File: src/rtl/core/rx16_pkg.sv
// Shared types, opcodes and constants of the RISC16 execute stage.
package rx16_pkg;

	localparam int MEM_WORDS_DEF = 4096;
	localparam int WORD_BITS_DEF = 16;
	localparam int RF_DEPTH      = 17;
	localparam int RF_AW         = 5;
	localparam logic [RF_AW-1:0] LINK_REG = 5'd16;

	typedef enum logic [3:0] {
		OP_ADD   = 4'd0,
		OP_SUB   = 4'd1,
		OP_ADDI  = 4'd2,
		OP_SHIFT = 4'd3,
		OP_AND   = 4'd4,
		OP_OR    = 4'd5,
		OP_XOR   = 4'd6,
		OP_NOT   = 4'd7,
		OP_SLT   = 4'd8,
		OP_LW    = 4'd9,
		OP_SW    = 4'd10,
		OP_LUI   = 4'd11,
		OP_BEQ   = 4'd12,
		OP_BLT   = 4'd13,
		OP_J     = 4'd14,
		OP_JAL   = 4'd15
	} op_t;

	typedef struct packed {
		logic [3:0]        op;
		logic [3:0]        src_a;
		logic [3:0]        src_b;
		logic [3:0]        dest;
		logic signed [3:0] imm4;
		logic signed [7:0] imm8;
		logic [15:0]       pc_in;
	} in_item_t;

	typedef struct packed {
		logic [15:0]        next_pc;
		logic               reg_written;
		logic [4:0]         written_index;
		logic signed [15:0] written_value;
	} out_item_t;

	typedef struct packed {
		logic             wr;
		logic [RF_AW-1:0] widx;
		logic [15:0]      npc;
		logic             is_lw;
		logic             is_sw;
	} alu_ctl_t;

	typedef struct packed {
		logic             en;
		logic [RF_AW-1:0] idx;
	} rf_wr_t;

	typedef struct packed {
		logic rd;
		logic wr;
	} dmem_ctl_t;

endpackage

File: src/rtl/core/rx16_alu.sv
// Execute logic: result value, write target, next pc and memory address of one instruction.
module rx16_alu #(
	parameter int MEM_WORDS = rx16_pkg::MEM_WORDS_DEF,
	parameter int WORD_BITS = rx16_pkg::WORD_BITS_DEF,
	localparam int AW = $clog2(MEM_WORDS)
) (
	input  rx16_pkg::in_item_t   ins,
	input  logic [WORD_BITS-1:0] a,
	input  logic [WORD_BITS-1:0] b,
	output rx16_pkg::alu_ctl_t   ctl,
	output logic [WORD_BITS-1:0] value,
	output logic [AW-1:0]        addr
);
	import rx16_pkg::*;

	logic [WORD_BITS-1:0] sum, imm8_w, shl, shr, shr_raw;
	logic [7:0]           sh_n;
	logic                 lt;
	logic                 wr_raw;
	logic [RF_AW-1:0]     widx_raw;
	logic [15:0]          br_tgt, j_tgt, npc;
	logic                 is_lw, is_sw;

	always_comb begin
		sum     = a + b;
		imm8_w  = WORD_BITS'(ins.imm8);
		sh_n    = ins.imm8[7] ? (~ins.imm8 + 8'd1) : ins.imm8;
		shl     = (sh_n >= 8'(WORD_BITS)) ? '0 : (a << sh_n);
		shr_raw = $signed(a) >>> sh_n;
		shr     = (sh_n >= 8'(WORD_BITS)) ? {WORD_BITS{a[WORD_BITS-1]}} : shr_raw;
		lt      = $signed(a) < $signed(b);
		br_tgt  = ins.pc_in + 16'(ins.imm4);
		j_tgt   = a[15:0] + 16'(ins.imm8);

		wr_raw   = 1'b0;
		widx_raw = RF_AW'(ins.dest);
		value    = '0;
		npc      = ins.pc_in;
		is_lw    = 1'b0;
		is_sw    = 1'b0;

		unique case (op_t'(ins.op))
			OP_ADD: begin
				wr_raw = 1'b1;
				value  = sum;
			end
			OP_SUB: begin
				wr_raw = 1'b1;
				value  = a - b;
			end
			OP_ADDI: begin
				wr_raw   = 1'b1;
				widx_raw = RF_AW'(ins.src_a);
				value    = a + imm8_w;
			end
			OP_SHIFT: begin
				wr_raw   = 1'b1;
				widx_raw = RF_AW'(ins.src_a);
				value    = ins.imm8[7] ? shl : shr;
			end
			OP_AND: begin
				wr_raw = 1'b1;
				value  = a & b;
			end
			OP_OR: begin
				wr_raw = 1'b1;
				value  = a | b;
			end
			OP_XOR: begin
				wr_raw = 1'b1;
				value  = a ^ b;
			end
			OP_NOT: begin
				wr_raw   = 1'b1;
				widx_raw = RF_AW'(ins.src_a);
				value    = ~a;
			end
			OP_SLT: begin
				wr_raw = 1'b1;
				value  = WORD_BITS'(lt);
			end
			OP_LW: begin
				wr_raw = 1'b1;
				is_lw  = 1'b1;
			end
			OP_SW: begin
				is_sw = 1'b1;
			end
			OP_LUI: begin
				wr_raw   = 1'b1;
				widx_raw = RF_AW'(ins.src_a);
				value    = imm8_w << 8;
			end
			OP_BEQ: begin
				if (a == b) begin
					npc = br_tgt;
				end
			end
			OP_BLT: begin
				if (lt) begin
					npc = br_tgt;
				end
			end
			OP_J: begin
				npc = j_tgt;
			end
			OP_JAL: begin
				wr_raw   = 1'b1;
				widx_raw = LINK_REG;
				value    = WORD_BITS'(ins.pc_in);
				npc      = j_tgt;
			end
		endcase

		ctl.wr    = wr_raw && (widx_raw != '0);
		ctl.widx  = ctl.wr ? widx_raw : '0;
		ctl.npc   = npc;
		ctl.is_lw = is_lw;
		ctl.is_sw = is_sw;
	end

	// address = (a + b) mod MEM_WORDS
	if ((MEM_WORDS & (MEM_WORDS - 1)) == 0) begin : g_addr_mask
		assign addr = sum[AW-1:0];
	end else begin : g_addr_mod
		// quotient by reciprocal multiply, exact for every WORD_BITS-bit sum
		localparam int SH = WORD_BITS + AW;
		localparam logic [WORD_BITS:0] RECIP = (WORD_BITS+1)'(
			((64'd1 << SH) + 64'(MEM_WORDS) - 64'd1) / 64'(MEM_WORDS));

		logic [2*WORD_BITS:0]  prod;
		logic [WORD_BITS-1:0]  quo, rem;

		always_comb begin
			prod = (2*WORD_BITS+1)'(sum) * (2*WORD_BITS+1)'(RECIP);
			quo  = WORD_BITS'(prod >> SH);
			rem  = sum - quo * WORD_BITS'(MEM_WORDS);
		end

		assign addr = rem[AW-1:0];
	end

endmodule

File: config.mk
export PLATFORM = sky130hd
export DESIGN_NAME = rx16_alu
export DESIGN_NICKNAME = d
export VERILOG_FILES = /design/src/rtl/core/rx16_pkg.sv /design/src/rtl/core/rx16_alu.sv
export SDC_FILE = /design/constraint.sdc
export NUM_CORES = 1
export LEC_CHECK = 0
export BUFFER_PORTS_ARGS = -buffer_cell sky130_fd_sc_hd__buf_2
export CORE_MARGIN = 1.5
export CORE_UTILIZATION = 45
export DETAILED_ROUTE_END_ITERATION = 12
export GPL_ROUTABILITY_DRIVEN = 0
export GPL_TIMING_DRIVEN = 0
export PLACE_DENSITY_LB_ADDON = 0.08
export SLEW_MARGIN = 10
export SYNTH_ARGS = -nofsm -noshare
export SYNTH_HDL_FRONTEND = slang
export SYNTH_SLANG_ARGS = --single-unit
File: constraint.sdc
create_clock -name vclk -period 5
set_input_delay 0.25 -clock vclk [all_inputs]
set_output_delay 0.25 -clock vclk [all_outputs]
set_load 0.01 [all_outputs]
## Word level (Yosys, flattened, before mapping)

Cells that the tools add are included.

- RAM bits: 0
- Input port bits: 76
- Memories kept: 0
- Output and inout bits: 52
- Register bits after elaboration: 0
- Bits in latches: 0
- Bits in read-only memories: 0
- Logic and storage cells: 49

- Eq/ne operators: 16
- Reduce and logical (&&, ||, !) cells: 6
- Bitwise gates (word level): 5
- $mul: 0
- $lt $le $gt $ge: 2
- Div/mod/pow operators: 0
- Muxes and demuxes: 13
- Shift-type cells: 2
- Add/subtract/negate cells: 5

Operators with widths:

| kind | number |
|---|---|
| 16-bit one-hot mux with 11 select lines | 1 |
| 16-bit 2-to-1 mux | 5 |
| 16-bit adder | 3 |
| 16-bit one-hot mux with 3 select lines | 1 |
| 4-bit equality test (second input constant) | 8 |
| 16-bit bitwise AND | 1 |
| 16-bit equality test | 1 |
| 4-bit by 3-bit equality test with 1-bit output (second input constant) | 4 |
| 16-bit less-than comparator | 1 |
| 16-bit inverter | 1 |
| 16-bit OR | 1 |
| 16-bit by 8-bit left shift with 16-bit output | 1 |
| 16-bit by 8-bit >>> shifter with 16-bit output | 1 |
| 16-bit subtractor | 1 |
| 16-bit bitwise XOR | 1 |
| 12-bit OR reduction | 1 |
| 5-bit one-hot mux with 2 select lines | 1 |
| 8-bit by 1-bit adder with 8-bit output (second input constant) | 1 |
| 4-bit by 2-bit equality test with 1-bit output (second input constant) | 2 |
| 8-bit by 5-bit greater-or-equal comparator with 1-bit output (second input constant) | 1 |
| 8-bit 2-to-1 mux | 1 |
| 8-bit inverter | 1 |
| 5-bit 2-to-1 mux | 1 |
| 5-bit nonzero test | 1 |
| other kinds (6) | 8 |

## Logic depth before layout (Yosys ltp)

Gate-level depths: netlist (run 1).

- Depth after elaboration: 7
- Depth in mapped cells: 15
- Gate-level depth less buffers: 11

## Least setup slack after synthesis (run 1)

OpenSTA, ideal clock, no wires.

- Kind: input-to-output
- Start: in ins[16] (netlist name)
- End: out value[14]
- Cell stages on the path: 14
- Buffers on the path: 4
- Arrival time: 3.147 ns
- Setup slack: 1.603 ns
- Required time: 4.750 ns
- Path through: buf_2 inv_1 buf_2 clkbuf_1 ha_1 mux2i_1 buf_2 mux2i_1 mux4_2 or2_0 o31ai_1 a21oi_1 nand3_1 a2111o_1

- Longest elaborated chain between the ends: 7
- Elaborated cells on any way between the ends: 11
- Those cells by class: add/sub (2); order compare (1); shift (2); mux (5); bitwise (1)

Ends and longest elaborated chain:

| what | line | text |
|---|---|---|
| start: declaration | rx16_alu.sv:7 | `input rx16_pkg::in_item_t ins,` |
| 8-bit inverter | rx16_alu.sv:27 | `sh_n = ins.imm8[7] ? (~ins.imm8 + 8'd1) : ins.imm8;` |
| 8-bit by 1-bit adder with 8-bit output | rx16_alu.sv:27 |  |
| 8-bit 2-to-1 mux | rx16_alu.sv:27 |  |
| 8-bit by 5-bit greater-or-equal comparator with 1-bit output (tied with other cells) | rx16_alu.sv:28, rx16_alu.sv:30 |  |
| 16-bit 2-to-1 mux, on equally long branches | rx16_alu.sv:30, rx16_alu.sv:28 |  |
| 16-bit 2-to-1 mux | rx16_alu.sv:59 | `value = ins.imm8[7] ? shl : shr;` |
| 16-bit one-hot mux with 11 select lines * | rx16_alu.sv:42 | `unique case (op_t'(ins.op))` |
| end: declaration | rx16_alu.sv:11 | `output logic [WORD_BITS-1:0] value,` |

Mark *: on every way between the ends. The rest lies on a longest branch, timed or not.

## Worst setup path in the final report (run 1)

- Start: in ins[16] (netlist name)
- End: out value[13]

Same word-level chain as after synthesis.

==> flow_summary_export.csv, run 1 <==
group,metric,value,unit
yosys,syn-num-nets,1140,
global_routing,grtUsageMet1,0.478,
cells_and_area,nets,1264,
detailed_routing,drt_wl_total,29000,um
placed_design,placed_cell_area,7430,um2
global_routing,grt_antenna_before_repair,0,
cells_and_area,finalInstanceArea,7440,um2
placed_design,hpwl,23200,um
power,power.leakage,0.00334,uW
critical_path,worst_path_max_delay_cell,"a2111oi_2",
cells_and_area,seq_cells,0,
detailed_routing,vias,8623,
run,maxCapViolCount,0,
worst_hold_path,hold_path.class,"in -> out",
yosys,synth_area_per_cell,6.72,um2
critical_path,cpPeakStageDelay,500,ps
yosys,synth_warnings,0,
die,core-area,14400,um2
timing,fin_crit_sh,0.959,
yosys,synth_top_cell_by_area,"ha_1",
cells_and_area,drive_above_1_share,0.160,
critical_path,startpoint_type,"input pin",
timing,slew_headroom,0.154,
cells_and_area,regArea,0,um2
detailed_routing,routed_via_density,6.70,
critical_path,critical_path_class,"in -> out",
die,die_w,124,um
global_routing,grt_max_degree,15,
die,die_h,124,um
placed_design,port_buffers,122,
timing,fin_crit,4800,ps
cells_and_area,fillers,1580,
timing,worst_pin_slew,1260,ps
detailed_routing,ant_nets,0,
yosys,synthTopCellsByArea,"ha_1 15%, mux2i_1 6.8%, o21ai_0 6.5%",
timing,setup_tns,0,ps
yosys,syn-cell-area,6590,um2
critical_path,crit_end,"value[13]",
cells_and_area,post-route-util,0.516,
timing,rsz0062_at_grt,"no",
critical_path,critPathCaptureType,"primary output",
yosys,yosys.cell_types.count,79,
detailed_routing,drc_errors,0,
yosys,synth_top_area_share,0.150,
clock_tree,cts_setup_buffers,0,
timing,fmax,209,MHz
global_routing,grt_usage,0.372,
critical_path,crit_required,4750,ps
critical_path,cpMostUsedCell,"buf_2",
timing,drv_slew,0,
detailed_routing,dr.first_iter.drc_count,999,
yosys,ys_seq_area_frac,0,
detailed_routing,first_pass_iters,6,
global_routing,gr-usage-met3,0.0673,
status,status,"finished, final reports clean",
power,powerDensity,131,nW/um2
critical_path,crit_start,"ins[16]",
worst_hold_path,hp-start,"ins[38]",
timing,setup_viol,0,
critical_path,path_cells,"buf_2 -> buf_2 -> inv_1 -> buf_2 -> clkbuf_2 -> ha_1 -> nand2b_1 -> xor2_1 -> buf_2 -> clkbuf_1 -> a21oi_1 -> a2111oi_2 -> o21ai_0 -> o2111ai_1 -> buf_2",
die,dieArea,15400,um2
cells_and_area,syn_to_final_growth,13.0,%
cells_and_area,diodes,0,
global_routing,grt_pass1_vias,7805,
timing,finalHoldViolCount,0,
detailed_routing,wire_per_inst,22.5,um
global_routing,grt_overflow,0,
die,initial_core_util,0.457,
die,io_pins,128,
critical_path,arrival,4550,ps
global_routing,use_met2,0.607,
global_routing,grt_pass1_wl,43800,um
critical_path,critical_path_peak_fanout,10,
die,fp-row-count,44,
global_routing,grt_busiest_layer,"met2",
cells_and_area,clkbuf_count,0,
power,peakVddDrop,0.0586,mV
yosys,synthCells,981,
## metal layers
layer,vias to the layer above,wire (um),share of wire
met5,-,0,0
met4,0,1590,0.055
met3,135,3130,0.11
met2,594,12800,0.44
met1,3940,11500,0.40
li1,3954,-,-
## what timing repair did
item                                    in CTS  in global routing
resized for setup                            0                  4
hold buffers                                 0                  0
endpoints found under the setup margin       0                  3
## report_power, final
group	internal (uW)	switching (uW)	leakage, uW	total, uW
combinational	358	617	0.00334	975
clock	0	0	0	0
sequential	0	0	0	0
## worst max-delay path, delay by kind of cell
family / cells / cell delay (ps)
compound gates: 4 / 1180
xor+xnor: 1 / 440
fa+ha+maj: 1 / 230
buf+inv: 8 / 2260
simple gates: 1 / 170
## layout make-up
cell class                      instances  area, um2  area share
Buffer                                 64        294      0.0395
Inverter                               59        221      0.0298
Multi-Input combinational cell        858       6080       0.818
Tap cell                              184        230      0.0309
Timing Repair Buffer                  122        611      0.0821
## synthesized netlist by cell type, drive strengths merged (10+ instances only)
library cell	number
a211oi	10
a21o	19
a21oi	77
a221oi	28
buf	23
clkbuf	41
ha	79
inv	59
mux2i	45
nand2	75
nand3	19
nor2	108
nor3	40
nor4	10
o211ai	19
o21a	10
o21ai	90
o221ai	14
o31ai	11
or3	10
xnor2	34
xor2	10
## kinds of logic after synthesis
group                    Yosys count  synth area share
AND/OR/NAND/NOR                  308             0.219
AO/OA/AOI/OAI                    366             0.382
buffers and inverters            123            0.0781
XOR/XNOR                          44            0.0585
multiplexers                      57            0.0997
adder cells (fa/ha/maj)           83             0.162
## worst min path at each step
stage | to | slack, ps | cells past startpoint
after floorplan | ctl[13] | 620 | 2
after global placement | ctl[20] | 840 | 4
after detailed placement | ctl[20] | 850 | 4
after CTS | ctl[20] | 850 | 4
after global routing | ctl[20] | 880 | 4
final | ctl[20] | 840 | 4
## cells in the final DEF, fill, tap and decap left out, drive strengths merged, types with 28 or more instances in the layout
cell type	instances
a221oi	28
clkbuf	41
xnor2	34
nor2	108
o21ai	90
buf	145
nand2	75
ha	79
a21oi	77
inv	59
mux2i	45
nor3	40
## stage by stage
stage | power, uW | cells | setup WS (ps) | hold WS [ps]
floorplan | 629 | 981 | 1600 | 619
global placement | 936 | 1287 | 1.34 | 843
detailed placement | 938 | 1287 | 49.3 | 851
CTS | 942 | 1287 | 25.7 | 852
global route | 1060 | 1287 | 127 | 882
finish | 975 | 1287 | 204 | 839
(Power assumes the default switching activity.)
==> run 2: changes to the inputs <==
CELL_PAD_IN_SITES_DETAIL_PLACEMENT = 1   (was default)
CELL_PAD_IN_SITES_GLOBAL_PLACEMENT = 1   (was default)
CORE_ASPECT_RATIO = 1.25   (was default)
==> flow_summary_export.csv, run 2 (same netlist as run 1, synthesis figures left out) <==
group,metric,value,unit
status,status,"finished, final reports clean",
critical_path,arrival,4730,ps
power,p_sw_frac,0.640,
critical_path,worst_path_max_delay_cell,"a2111oi_1",
timing,hold-worst-slack,843,ps
power,power.leakage,0.00333,uW
critical_path,crit_family,"buffers and inverters",
detailed_routing,wire_per_inst,24.6,um
die,dieArea,15400,um2
cells_and_area,nets,1263,
critical_path,cpPeakStageDelay,670,ps
detailed_routing,drc_errors,0,
critical_path,crit_required,4750,ps
power,peakVddDrop,0.0646,mV
placed_design,dp_slack,-323,ps
detailed_routing,dr.first_iter.drc_count,805,
power,p_int,358,uW
placed_design,dp.cells,1281,
die,die_h,138,um
timing,fmax,201,MHz
timing,setup_viol,0,
die,io_pins,128,
global_routing,grt_overflow,0,
critical_path,cpMostUsedCell,"buf_2",
power,clockPowerShare,0,
timing,fin_ws,17.3,ps
clock_tree,cts_setup_buffers,0,
global_routing,grt_antenna_before_repair,0,
cells_and_area,clkbuf_count,0,
global_routing,grt_usage,0.393,
timing,drv_slew,0,
critical_path,startpoint_type,"input pin",
global_routing,grt_max_degree,20,
cells_and_area,diodes,0,
cells_and_area,seq_cells,0,
timing,fin_crit_sh,0.997,
die,die_w,111,um
power,powerDensity,134,nW/um2
power,power_frac_comb,1.000,
critical_path,critPathCaptureType,"primary output",
detailed_routing,drt_wl_total,31500,um
die,fp-row-count,49,
cells_and_area,drive_above_1_share,0.160,
power,seqPwrFrac,0,
critical_path,critical_path_peak_fanout,19,
detailed_routing,vias,8814,
worst_hold_path,hold_path.class,"in -> out",
global_routing,grt_pass1_wl,48600,um
cells_and_area,syn_to_final_growth,12.8,%
timing,finalHoldViolCount,0,
cells_and_area,final_common_cell,"buf_2",
placed_design,hpwl,25800,um
detailed_routing,first_pass_iters,6,
global_routing,grt_pass1_vias,8778,
run,maxCapViolCount,0,
timing,slew_headroom,0.215,
cells_and_area,fillers,2049,
detailed_routing,ant_nets,0,
die,core-area,14300,um2
critical_path,path_buf_inv,7,
critical_path,path_cells,"buf_2 -> buf_2 -> inv_1 -> buf_2 -> ha_1 -> nand2b_1 -> xor2_1 -> buf_2 -> clkbuf_1 -> a21oi_1 -> a2111oi_1 -> o21ai_0 -> o2111ai_1 -> buf_2",
timing,fin_crit,4980,ps
placed_design,port_buffers,122,
detailed_routing,routed_via_density,6.89,
power,switchingPower,637,uW
cells_and_area,final_cell_mix,"139 x buf_2, 106 x nor2_1, 86 x o21ai_0",
cells_and_area,regArea,0,um2
timing,worst_pin_slew,1170,ps
critical_path,critical_path_class,"in -> out",
cells_and_area,stdcell_count,1280,
die,initial_core_util,0.459,
==> run 2: changes by cell type in the layout (fill, tap and decap cells not counted) <==
| cell | delta |
|---|---|
| nor4_2 | +1 |
| a2111oi_2 | -1 |
| nor4_1 | -1 |
| a2111oi_1 | +1 |
| clkbuf_2 | -1 |
==> run 2: worst paths after layout <==
kind / start / end / slack (ps) / depth (start not counted)
hold / removal: ins[38] / ctl[20] / 840 / 4
setup / recovery: ins[16] / value[13] / 20 / 14
==> run 2: final cells by class <==
| type | count | area, um2 | share of cell area |
|---|---|---|---|
| repair buffers | 122 | 611 | 0.0822 |
| multi-input cells | 858 | 6090 | 0.819 |
| plain buffers | 63 | 289 | 0.0389 |
| inverters | 59 | 221 | 0.0298 |
| well taps | 178 | 223 | 0.0300 |
==> run 2: power groups by stage <==
stage	logic (uW)	clock network, uW	registers [uW]
floorplan	629	0	0
global placement	939	0	0
detailed placement	958	0	0
CTS	962	0	0
global route	1060	0	0
finish	995	0	0
==> run 2: repair_timing <==
item,in CTS,in global routing
setup endpoints to repair,1,1
hold buffers,0,0
gates resized for setup,0,1
cloned,0,0
==> run 2: metal layers <==
layer / vias to the layer above / part of all wire / track usage
li1: 3947 / - / -
met1: 4233 / 0.37 / 0.460
met2: 468 / 0.48 / 0.680
met3: 166 / 0.079 / 0.0522
met4: 0 / 0.073 / 0.233
met5: - / 0 / 0
==> run 2: per-stage QoR <==
step	power, uW	TNS (ps)	util	area [um2]
floorplan	629	0	-	6590
global placement	939	-249	0.517	7420
detailed placement	958	-323	0.518	7430
CTS	962	0	0.517	7420
global route	1060	-1.46	0.518	7430
finish	995	0	0.518	7430
