==> config.mk <==
export PLATFORM = sky130hd
export DESIGN_NAME = rx16_regfile
export DESIGN_NICKNAME = d
export VERILOG_FILES = /design/src/rtl/core/rx16_pkg.sv /design/src/rtl/core/rx16_regfile.sv
export SDC_FILE = /design/constraint.sdc
export NUM_CORES = 1
export LEC_CHECK = 0
export ABC_AREA = 1
export BUFFER_PORTS_ARGS = -buffer_cell sky130_fd_sc_hd__buf_4
export CAP_MARGIN = 20
export CORE_UTILIZATION = 51
export DETAILED_ROUTE_END_ITERATION = 8
export PLACE_DENSITY = 0.68
export SYNTH_ARGS = -nofsm -noshare
export SYNTH_HDL_FRONTEND = slang
export SYNTH_SLANG_ARGS = --single-unit
==> constraint.sdc <==
create_clock -name clk -period 1.39 [get_ports clk]
set_clock_uncertainty 0.15 [all_clocks]
set_input_delay 0.0695 -clock clk [delete_from_list [all_inputs] [get_ports clk]]
set_output_delay 0.0695 -clock clk [all_outputs]
set_load 0.02 [all_outputs]
==> src/rtl/core/rx16_pkg.sv <==
// Shared types, opcodes and constants of the RISC16 execute stage.
package rx16_pkg;

	localparam int MEM_WORDS_DEF = 4096;
	localparam int WORD_BITS_DEF = 16;
	localparam int RF_DEPTH      = 17;
	localparam int RF_AW         = 5;
	localparam logic [RF_AW-1:0] LINK_REG = 5'd16;

	typedef enum logic [3:0] {
		OP_ADD   = 4'd0,
		OP_SUB   = 4'd1,
		OP_ADDI  = 4'd2,
		OP_SHIFT = 4'd3,
		OP_AND   = 4'd4,
		OP_OR    = 4'd5,
		OP_XOR   = 4'd6,
		OP_NOT   = 4'd7,
		OP_SLT   = 4'd8,
		OP_LW    = 4'd9,
		OP_SW    = 4'd10,
		OP_LUI   = 4'd11,
		OP_BEQ   = 4'd12,
		OP_BLT   = 4'd13,
		OP_J     = 4'd14,
		OP_JAL   = 4'd15
	} op_t;

	typedef struct packed {
		logic [3:0]        op;
		logic [3:0]        src_a;
		logic [3:0]        src_b;
		logic [3:0]        dest;
		logic signed [3:0] imm4;
		logic signed [7:0] imm8;
		logic [15:0]       pc_in;
	} in_item_t;

	typedef struct packed {
		logic [15:0]        next_pc;
		logic               reg_written;
		logic [4:0]         written_index;
		logic signed [15:0] written_value;
	} out_item_t;

	typedef struct packed {
		logic             wr;
		logic [RF_AW-1:0] widx;
		logic [15:0]      npc;
		logic             is_lw;
		logic             is_sw;
	} alu_ctl_t;

	typedef struct packed {
		logic             en;
		logic [RF_AW-1:0] idx;
	} rf_wr_t;

	typedef struct packed {
		logic rd;
		logic wr;
	} dmem_ctl_t;

endpackage

==> src/rtl/core/rx16_regfile.sv <==
// Register file: two mirrored synchronous banks, three read ports, valid bits for reset.
module rx16_regfile #(
	parameter int WORD_BITS = rx16_pkg::WORD_BITS_DEF
) (
	input  logic                 clk,
	input  logic                 arst_n,
	input  logic                 rd_en,
	input  logic [3:0]           rd_idx_a,
	input  logic [3:0]           rd_idx_b,
	input  logic [3:0]           rd_idx_d,
	input  rx16_pkg::rf_wr_t     wr,
	input  logic [WORD_BITS-1:0] wr_data,
	output logic [WORD_BITS-1:0] rd_a,
	output logic [WORD_BITS-1:0] rd_b,
	output logic [WORD_BITS-1:0] rd_d
);
	import rx16_pkg::*;

	logic [WORD_BITS-1:0] bank0_q [RF_DEPTH];
	logic [WORD_BITS-1:0] bank1_q [RF_DEPTH];
	logic [RF_DEPTH-1:0]  vld_q;
	logic [WORD_BITS-1:0] da_q, db_q, dd_q;
	logic                 va_q, vb_q, vd_q;

	always_ff @(posedge clk) begin
		if (wr.en) begin
			bank0_q[wr.idx] <= wr_data;
			bank1_q[wr.idx] <= wr_data;
		end
		if (rd_en) begin
			da_q <= bank0_q[RF_AW'(rd_idx_a)];
			db_q <= bank0_q[RF_AW'(rd_idx_b)];
			dd_q <= bank1_q[RF_AW'(rd_idx_d)];
		end
	end

	always_ff @(posedge clk or negedge arst_n) begin
		if (!arst_n) begin
			vld_q <= '0;
			va_q  <= 1'b0;
			vb_q  <= 1'b0;
			vd_q  <= 1'b0;
		end else begin
			if (wr.en) begin
				vld_q[wr.idx] <= 1'b1;
			end
			if (rd_en) begin
				va_q <= vld_q[RF_AW'(rd_idx_a)];
				vb_q <= vld_q[RF_AW'(rd_idx_b)];
				vd_q <= vld_q[RF_AW'(rd_idx_d)];
			end
		end
	end

	assign rd_a = va_q ? da_q : '0;
	assign rd_b = vb_q ? db_q : '0;
	assign rd_d = vd_q ? dd_q : '0;

endmodule

## After elaboration in Yosys (flattened, before gate mapping)

Memories as Yosys holds them, arrays and structs flattened. A register that Yosys moved wholly into a read port is not among the register bits.
Index checks and enable logic that the tools add are counted.

| operators by class | value |
|---|---|
| $lt $le $gt $ge | 5 |
| mux-type cells | 13 |
| bitwise operators | 1 |
| reductions and logical operators | 1 |

Operators by type and width:

| kind | count |
|---|---|
| 16-bit 2-to-1 mux | 3 |
| 4-bit by 6-bit < comparator with 1-bit output, second input constant | 3 |
| 17-bit bitwise OR | 1 |
| 1-bit binary-select mux with 4-bit select | 3 |
| 5-bit by 6-bit < comparator with 1-bit output, second input constant | 1 |
| 1-bit 2-to-1 mux | 6 |
| 1-bit demux with 5-bit select | 1 |
| 5-bit by 1-bit greater-or-equal comparator with 1-bit output, second input constant | 1 |
| 1-bit logical AND | 1 |

| word-level totals | value |
|---|---|
| flip-flop bits (word level) | 20 |
| memory bits (writable) | 544 |
| input bits | 37 |
| output and inout bits | 48 |
| logic and storage cells | 26 |
| memories | 2 |

Memories:

| name | words | width | rd ports | clocked after memory_dff | wr ports | RTL line | text |
|---|---|---|---|---|---|---|---|
| bank0_q | 17 | 16 | 2 | 2 | 1 | rx16_regfile.sv:19 | `logic [WORD_BITS-1:0] bank0_q [RF_DEPTH];` |
| bank1_q | 17 | 16 | 1 | 1 | 1 | rx16_regfile.sv:20 | `logic [WORD_BITS-1:0] bank1_q [RF_DEPTH];` |

## Depth between registers and ports, before layout

Gate-level depths: netlist of run 1.

| depth | value |
|---|---|
| word-level depth | 5 |
| depth in mapped cells | 10 |
| depth with buffers taken out | 9 |

## Worst setup path before layout of run 1

OpenSTA, ideal clock, no wires.

| timing path | value |
|---|---|
| path kind | input port to flip-flop |
| start | input wr[4] in the netlist's numbering |
| end | memory bank1_q[12][0] in the netlist's numbering, enable pin |
| library setup time | 389 ps |
| data arrival time | 1023 ps |
| required time | 851 ps |
| setup slack | -172 ps |
| stages on the path | 3 |
| buffers on the path | 0 |
| cell sequence | inv_1 -> nand3_1 -> nor2_1 |

RTL lines:

| item | RTL line | text |
|---|---|---|
| start: declaration | rx16_regfile.sv:11 | `input rx16_pkg::rf_wr_t wr,` |
| end: declaration | rx16_regfile.sv:20 |  |

Straight into the memory's write port.

## Worst setup path after layout of run 1

| timing path | value |
|---|---|
| start | register va_q |
| end | output rd_a[8] |

| on the way | value |
|---|---|
| cells in the longest elaborated chain, start to end | 1 |

RTL lines:

| item | RTL line | text |
|---|---|---|
| start: declaration | rx16_regfile.sv:23 | `logic va_q, vb_q, vd_q;` |
| start signal: assignment | rx16_regfile.sv:48 | `va_q <= vld_q[RF_AW'(rd_idx_a)];` |
| 16-bit 2-to-1 mux | rx16_regfile.sv:55 | `assign rd_a = va_q ? da_q : '0;` |
| end: declaration | rx16_regfile.sv:13 | `output logic [WORD_BITS-1:0] rd_a,` |

No other way between the ends.

==> summary by stage, run 1 <==
Floorplan
The floorplan has 67 rows. The die covers 35490 sq um. The core region is 33870 sq um. For this design the top-level I/O count stands at 85. The initial cell density of the core is 0.5232. The vertical die dimension is 188.4 microns. The x dimension of the die is 188.4 microns.

Final layout
In the layout the commonest cells are 311 x sky130_fd_sc_hd__nand2_1, 305 x sky130_fd_sc_hd__nand3_1, 304 x sky130_fd_sc_hd__edfxtp_1, 192 x sky130_fd_sc_hd__o211ai_1, 191 x sky130_fd_sc_hd__a21oi_1. Leaving out fill and tap cells, the most frequent cell in the layout is sky130_fd_sc_hd__nand2_1. The repair_antennas step left the layout with diodes totalling 0. After routing the design area is 21990 sq um.

In the final layout, the share of cells above drive strength 1 is 0.2193. The number of standard cells in the final layout excluding fillers is 2582. The count of nets after finishing is around 2100.

Relative to the synthesized area, the layout overhead comes to 24.09%.

Route
The average wire length per cell after detail routing is 23.53 microns. The remaining routing DRC violations is 0. For this block, the via count after detailed routing is 16300. In the routed layout, each cell is associated on average with a via count of 6.312. Before antenna repair, the detailed router went through 7 iterations. The total routed wirelength is 60.76 mm. The number of nets still failing antenna checks after routing is 0. The count of routing violations after the opening detailed-route iteration is 2456.

STA
The ratio of final minimum period to clock period is 1.149. The transition at the pin with the smallest max-transition slack is 0.3245 ns. Static timing analysis puts the maximum clock frequency at 626.4 MHz. The worst pin sits at a relative slew slack of 0.7836. Setup repair after global routing could not meet its margin everywhere. The total count of max-transition violations in the final report came to 0. Setup violations remaining at the end of the flow were counted as 50. Once routing completed, OpenROAD measured the worst setup slack at -0.2065 ns.

The hold violation total from the final report came to 0. The clock period minus worst slack is 1.596 ns.

Global routing
The number of global-route vias before repair was 14850. Entering global routing, the biggest net connects 75 pins. Global routing finished with a remaining overflow of 0.

For this run, the total global-route usage over all layers was measured as 0.3406. The number of antenna violations at the first check in global routing was 0. The first global-routing pass estimated 90.70 mm of wire.

Worst setup path
For the worst setup path, the data arrival time is around 1.4 ns. Of all nets on the critical path, the largest fanout is 7. The required time of the critical path is 1.17 ns. The capturing element type of the critical path is an output pin. The startpoint-to-endpoint class of the critical path is reg -> out. The worst setup path is launched from a register.

Placed design
The HPWL after detailed placement is between 30 and 40 mm. The placed instances occupy a cell area of 19830 sq um. During placement, the flow inserted port buffers numbering 84. Routability-driven placement finished with a final weighted congestion of 0.9420. The number of placed instances, taps included, is between 2000 and 2500.

Hold path
The tightest min-delay check is of the in -> reg type.

Clocking
The number of clock buffers added by TritonCTS is 38. Clock tree synthesis found a total of 323 sinks. The register clock-pin slew on the reported worst setup and hold paths is 0.06 ns. The maximum buffer depth of the clock tree is 3.

The buffer cell driving the clock tree root is sky130_fd_sc_hd__clkbuf_16. The total number of H-tree levels is 2. The latest clock arrival within the worst-skew pair is 0.53 ns. TritonCTS built the clock tree.

Yosys
The share of the Yosys chip area taken by registers is 0.5420. The net count after synthesis is 2022. The number of warnings reported in the yosys synthesis log is 0.

The unique cell type count in the Yosys netlist is 16. The mapped cell area is 17720 sq um. The mean instance size in the synthesized netlist is 8.927 sq um. The cell count after synthesis is 1985. The total of flip-flops plus latches after synthesis is 323.

Pwr
The overall power of the completed layout is about 25 mW. The cell leakage power is 8.697 nW. The maximum resistive drop on vdd is ~0.94 mV.

The total power per unit cell area is 1159 nW/um^2.

Flow run
The count of max-cap constraint violations is 0.

Outcome
The final reports fail on setup timing. The flow ran to the end, but the final reports show violations.
[timing repair]
item | 4_1_cts | 5_1_grt
buffers inserted | 8 | 3
gates cloned | 0 | 0
pin swaps | 2 | 69
hold buffers | 22 | 0
endpoints found under the hold margin | 350 | 0
endpoints found under the setup margin | 56 | 87
gates resized for setup | 89 | 164
[synth_stat cells, drive strengths merged]
cell type / number / share of area
clkbuf: 53 / 0.011
or2: 16 / 0.0056
nor2: 16 / 0.0034
nand2: 360 / 0.076
edfxtp: 304 / 0.52
o211ai: 192 / 0.081
a21oi: 192 / 0.054
dfrtp: 19 / 0.027
clkinv: 6 / 0.0013
nand3: 332 / 0.094
buf: 115 / 0.037
o21ai: 192 / 0.054
inv: 188 / 0.040
[state kept, by name, summed over array words and instances, names as in the netlist]
| name | count |
|---|---|
| va_q | 1 |
| dd_q | 16 |
| db_q | 16 |
| bank0_q | 32 |
| bank1_q | 224 |
| vld_q | 16 |
| vb_q | 1 |
| vd_q | 1 |
| da_q | 16 |
[critical path, stage by stage (launching register included)]
cell and delay [ns]:
sky130_fd_sc_hd__dfrtp_2 0.45, sky130_fd_sc_hd__buf_12 0.17, sky130_fd_sc_hd__nand2_4 0.06, sky130_fd_sc_hd__inv_2 0.04
sky130_fd_sc_hd__buf_6 0.12
[stage by stage]
step / TNS [ns] / hold slack [ns] / utilization / worst slack [ns]
2_1_floorplan: -42.74 / -0.3761 / - / -0.1721
3_3_place_gp: -10.30 / -0.1883 / 0.5854 / -0.1474
3_5_place_dp: -13.59 / -0.1820 / 0.5854 / -0.1673
4_1_cts: -7.258 / 0.02175 / 0.6375 / -0.1726
5_1_grt: -10.41 / 0.05069 / 0.6493 / -0.2356
6_report: -8.505 / 0.03881 / 0.6493 / -0.2065
[cell families (layout without fill, tap and decap cells)]
logic type,after synthesis,after routing,share of synthesized area
AOI/OAI and AO/OA,576,576,0.1898
buffers and inverters,362,511,0.08911
DFF,323,323,0.5420
and+or+nand+nor,724,724,0.1791
[report_power, final]
part | switching, mW | total, mW | internal (mW) | leakage, nW
Sequential | 0.344 | 11.4 | 11.0 | 3.00
Clock | 3.85 | 10.1 | 6.22 | 0.607
Combinational | 2.45 | 4.04 | 1.59 | 5.09
[cell type report]
type                    instances  area (sq um)
clock buffers                  46          1002
multi-input cells            1300          6973
repair buffers                252          2873
fillers                      2655         11880
flip-flops and latches        323          9608
well taps                     448         560.5
clock inverters                19         244.0
inverters                     194         728.2
[metal layers]
metal / GRT usage / up-vias / share of wire
met1: 0.4675 / 7684 / 0.38
li1: - / 7331 / -
met2: 0.5230 / 1099 / 0.45
met5: 0 / - / 0
met4: 0.1238 / 0 / 0.037
met3: 0.08624 / 183 / 0.13
[final timing paths]
kind,startpoint,end,slack [ns],cells after the start
setup / recovery,va_q,rd_a[8],-0.21,4
hold / removal,rd_idx_d[2],dd_q[12],0.04,5
setup reg to reg,bank1_q[0][3],db_q[3],-0.01,4
hold reg to reg,vld_q[7],vld_q[7],0.41,1
max in group asynchronous,arst_n,va_q,0.49,3
min in group asynchronous,arst_n,vld_q[8],0.36,3
Power figures use the tool's default switching activity.
==> run 2: changes to the inputs <==
Settings changed: GPL_ROUTABILITY_DRIVEN from default to 0, PLACE_DENSITY 0.68 to default, PLACE_DENSITY_LB_ADDON from default to 0.3.
==> summary by stage, run 2 (same netlist as run 1, synthesis figures left out) <==
Global routing
The number of antenna violations at the first check in global routing was 2 (+2). The global router's overall resource usage is 0.3305 (-0.01006). The residual overflow from global routing was 0 (unchanged). The first-pass GRT wire length is 89.38 mm (-1.5%). The number of global-route vias before repair is 15240 (+2.6%). The maximum number of pins on one net before global-route repair is 69 (-8.0%).

Route
The remaining routing DRC violations came to 0 (unchanged). The routed via count is 16480 (+1.1%). The length of the first detailed-routing pass in iterations is 6 (-1). The total routed wirelength was 58.90 mm (-3.1%). The average wire length per cell after detail routing was 22.81 microns (-3.1%).

The number of nets still failing antenna checks after routing is 0 (unchanged). The via-per-instance ratio was 6.384 (+1.1%). The count of routing violations after the opening detailed-route iteration is 2837 (+16%).

Final layout
Leaving out fill and tap cells, the most frequent cell in the layout is sky130_fd_sc_hd__nand2_1. The layout cell share with drive strength beyond 1 came to 0.1879 (-0.03140). The number of standard cells in the final layout excluding fillers is 2582 (unchanged). The count of antenna diodes in the layout came to 0 (unchanged). The number of fillers in the final layout was 2669 (+0.53%). The count of nets after finishing came to 2145 (-0.047%). The core occupancy in the finished layout was 0.6306 (-0.01869). The footprint of the multi-input gates is 6731 sq um (-3.5%). Ranked by flip-flop count, first place goes to bank1_q.

The library cells used most frequently in the layout, excluding fill and tap cells, are 343 x sky130_fd_sc_hd__nand2_1, 312 x sky130_fd_sc_hd__nand3_1, 304 x sky130_fd_sc_hd__edfxtp_1, 192 x sky130_fd_sc_hd__o211ai_1, 190 x sky130_fd_sc_hd__a21oi_1. The flip-flop count of the largest register, all copies and words added is 224 (unchanged). From synthesis to final layout, the design area changed by 20.52%. The largest registers in the layout are bank1_q x224, bank0_q x32. The total area of sequential cells came to 9607 sq um (about the same).

Outcome
The run finished, with violations left. The checks that failed: setup timing.

STA
Setup repair after global routing could not meet its margin everywhere. The worst-case setup margin in the final layout is -0.2029 ns (+0.003581 ns). The total count of max-transition violations in the final report was 0 (unchanged). The peak clock frequency supported by timing is 627.8 MHz (+0.22%).

The clock period minus worst slack came to 1.593 ns (-0.003581 ns). The transition at the pin with the smallest max-transition slack came to 0.4570 ns (+0.1325 ns). The final setup violation count was 48 (-4.0%).

The hold violation total from the final report is 0 (unchanged). The normalized max-slew margin is 0.6953 (-0.08830). The ratio of final minimum period to clock period is 1.146 (-0.002576).

Clocking
The number of buffers created by CTS was 36 (-5.3%). The CTS tree is yes. The total number of H-tree levels is 2 (unchanged).

The register clock-pin slew on the reported worst setup and hold paths was 0.06 ns (about the same). The latest clock arrival within the worst-skew pair is 0.53 ns (about the same). The maximum buffer depth of the clock tree is 3 (unchanged). The cell sitting at the root of the clock tree is a sky130_fd_sc_hd__clkbuf_16.

The sink count of the clock tree came to 323 (unchanged).

Worst setup path
The startpoint-to-endpoint class of the critical path is reg -> out. Walking the worst path, the cells encountered are buf_6 -> nand2_1 -> inv_1 -> buf_4. The peak fanout along the critical path is 9 (+2). The setup slack of the worst register-to-register path was 0.01 ns (+0.02 ns). The required time of the critical path is 1.17 ns (about the same). The capture point of the worst reg-to-reg path is dd_q[14]. In this run the worst setup path begins at vb_q. The worst setup path is captured at an output pin.

The number of cells on the worst reg-to-reg path is 4 (unchanged). The worst setup path is launched from a register. The critical path ends at rd_b[9]. The maximum cell stage delay along the critical path is 0.42 ns (-0.03 ns). The arrival time of the worst setup path is 1.37 ns (about the same).

The startpoint identified for the worst register-to-register timing path is bank0_q[6][14]. On the critical path, the stage with the largest delay is an instance of sky130_fd_sc_hd__dfrtp_2.

Floorplan
The count of standard-cell rows came to 67 (unchanged). The total die area is 35490 sq um (unchanged). The x dimension of the die was 188.4 microns (unchanged). The number of placed I/O pins is 85 (unchanged). The initial cell density of the core is 0.5232 (unchanged). The vertical die dimension was 188.4 microns (unchanged). The placeable core region is 33870 sq um (unchanged).

Placed design
The cell count after placement is 2486 (+0.081%). The setup slack at placement was -0.1630 ns (+0.004312 ns). The number of I/O port buffers is 84 (unchanged).

The estimated wirelength of the detail-placed design is 38.34 mm (-0.58%).

Pwr
The cell leakage power came to 8.454 nW (-2.8%). The maximum resistive drop on vdd was 0.9502 mV (+0.89%). The total power per unit cell area came to 1155 nW/um^2 (-0.29%).

Flow run
The count of max-cap constraint violations is 0 (unchanged).

Hold path
The classification of the worst-slack hold path is in -> reg.
==> run 2: metrics by stage <==
step           area, sq um  TNS [ns]  hold WS [ns]  power [mW]
6_report             21360    -7.463       0.03732       24.67
5_1_grt              21360    -9.569       0.05577       25.41
4_1_cts              21170    -9.868       0.02035       24.55
3_5_place_dp         19620    -10.37       -0.1880       14.88
3_3_place_gp         19620    -6.864       -0.1931       14.79
2_1_floorplan        17720    -42.74       -0.3761       13.44
==> run 2: routing by layer <==
| metal | routed length (microns) | track usage |
|---|---|---|
| met1 | 22070 | 0.4496 |
| met2 | 26150 | 0.5133 |
| met3 | 8026 | 0.07189 |
| met4 | 2624 | 0.1374 |
| met5 | 28 | 0 |
==> run 2: what timing repair did <==
action	CTS	global route
endpoints found under the hold margin	349	19
gates resized for setup	39	97
setup endpoints to repair	51	103
pin swaps	1	49
hold buffers	23	1
setup buffers	5	4
==> run 2: area by class of cell <==
| type | count | area share |
|---|---|---|
| timing repair buffer | 253 | 0.1193 |
| clock buffer | 47 | 0.04611 |
| multi-input combinational | 1300 | 0.3152 |
| sequential | 323 | 0.4498 |
| inverter | 194 | 0.03427 |
| clock inverter | 17 | 0.008964 |
| tap | 448 | 0.02625 |
==> run 2: where the power goes <==
part	total [mW]	internal, mW	switching [mW]
Combinational	3.74	1.42	2.31
Clock	9.62	5.74	3.88
Sequential	11.3	11.0	0.297
Total	24.7	18.2	6.48
==> run 2: critical path, delay by kind of cell (launching register included) <==
kind                   cells  cell delay [ns]
buffers and inverters      3             0.35
and+or+nand+nor            1             0.07
DFF                        1             0.42
==> run 2: worst min path at each step <==
stage / from / endpoint / depth (start not counted)
3_5_place_dp: arst_n / vld_q[4] / 1
6_report: rd_idx_a[2] / da_q[0] / 5
5_1_grt: rd_idx_b[2] / db_q[7] / 5
4_1_cts: rd_idx_a[2] / da_q[0] / 5
2_1_floorplan: arst_n / va_q / 0
3_3_place_gp: arst_n / vld_q[4] / 1
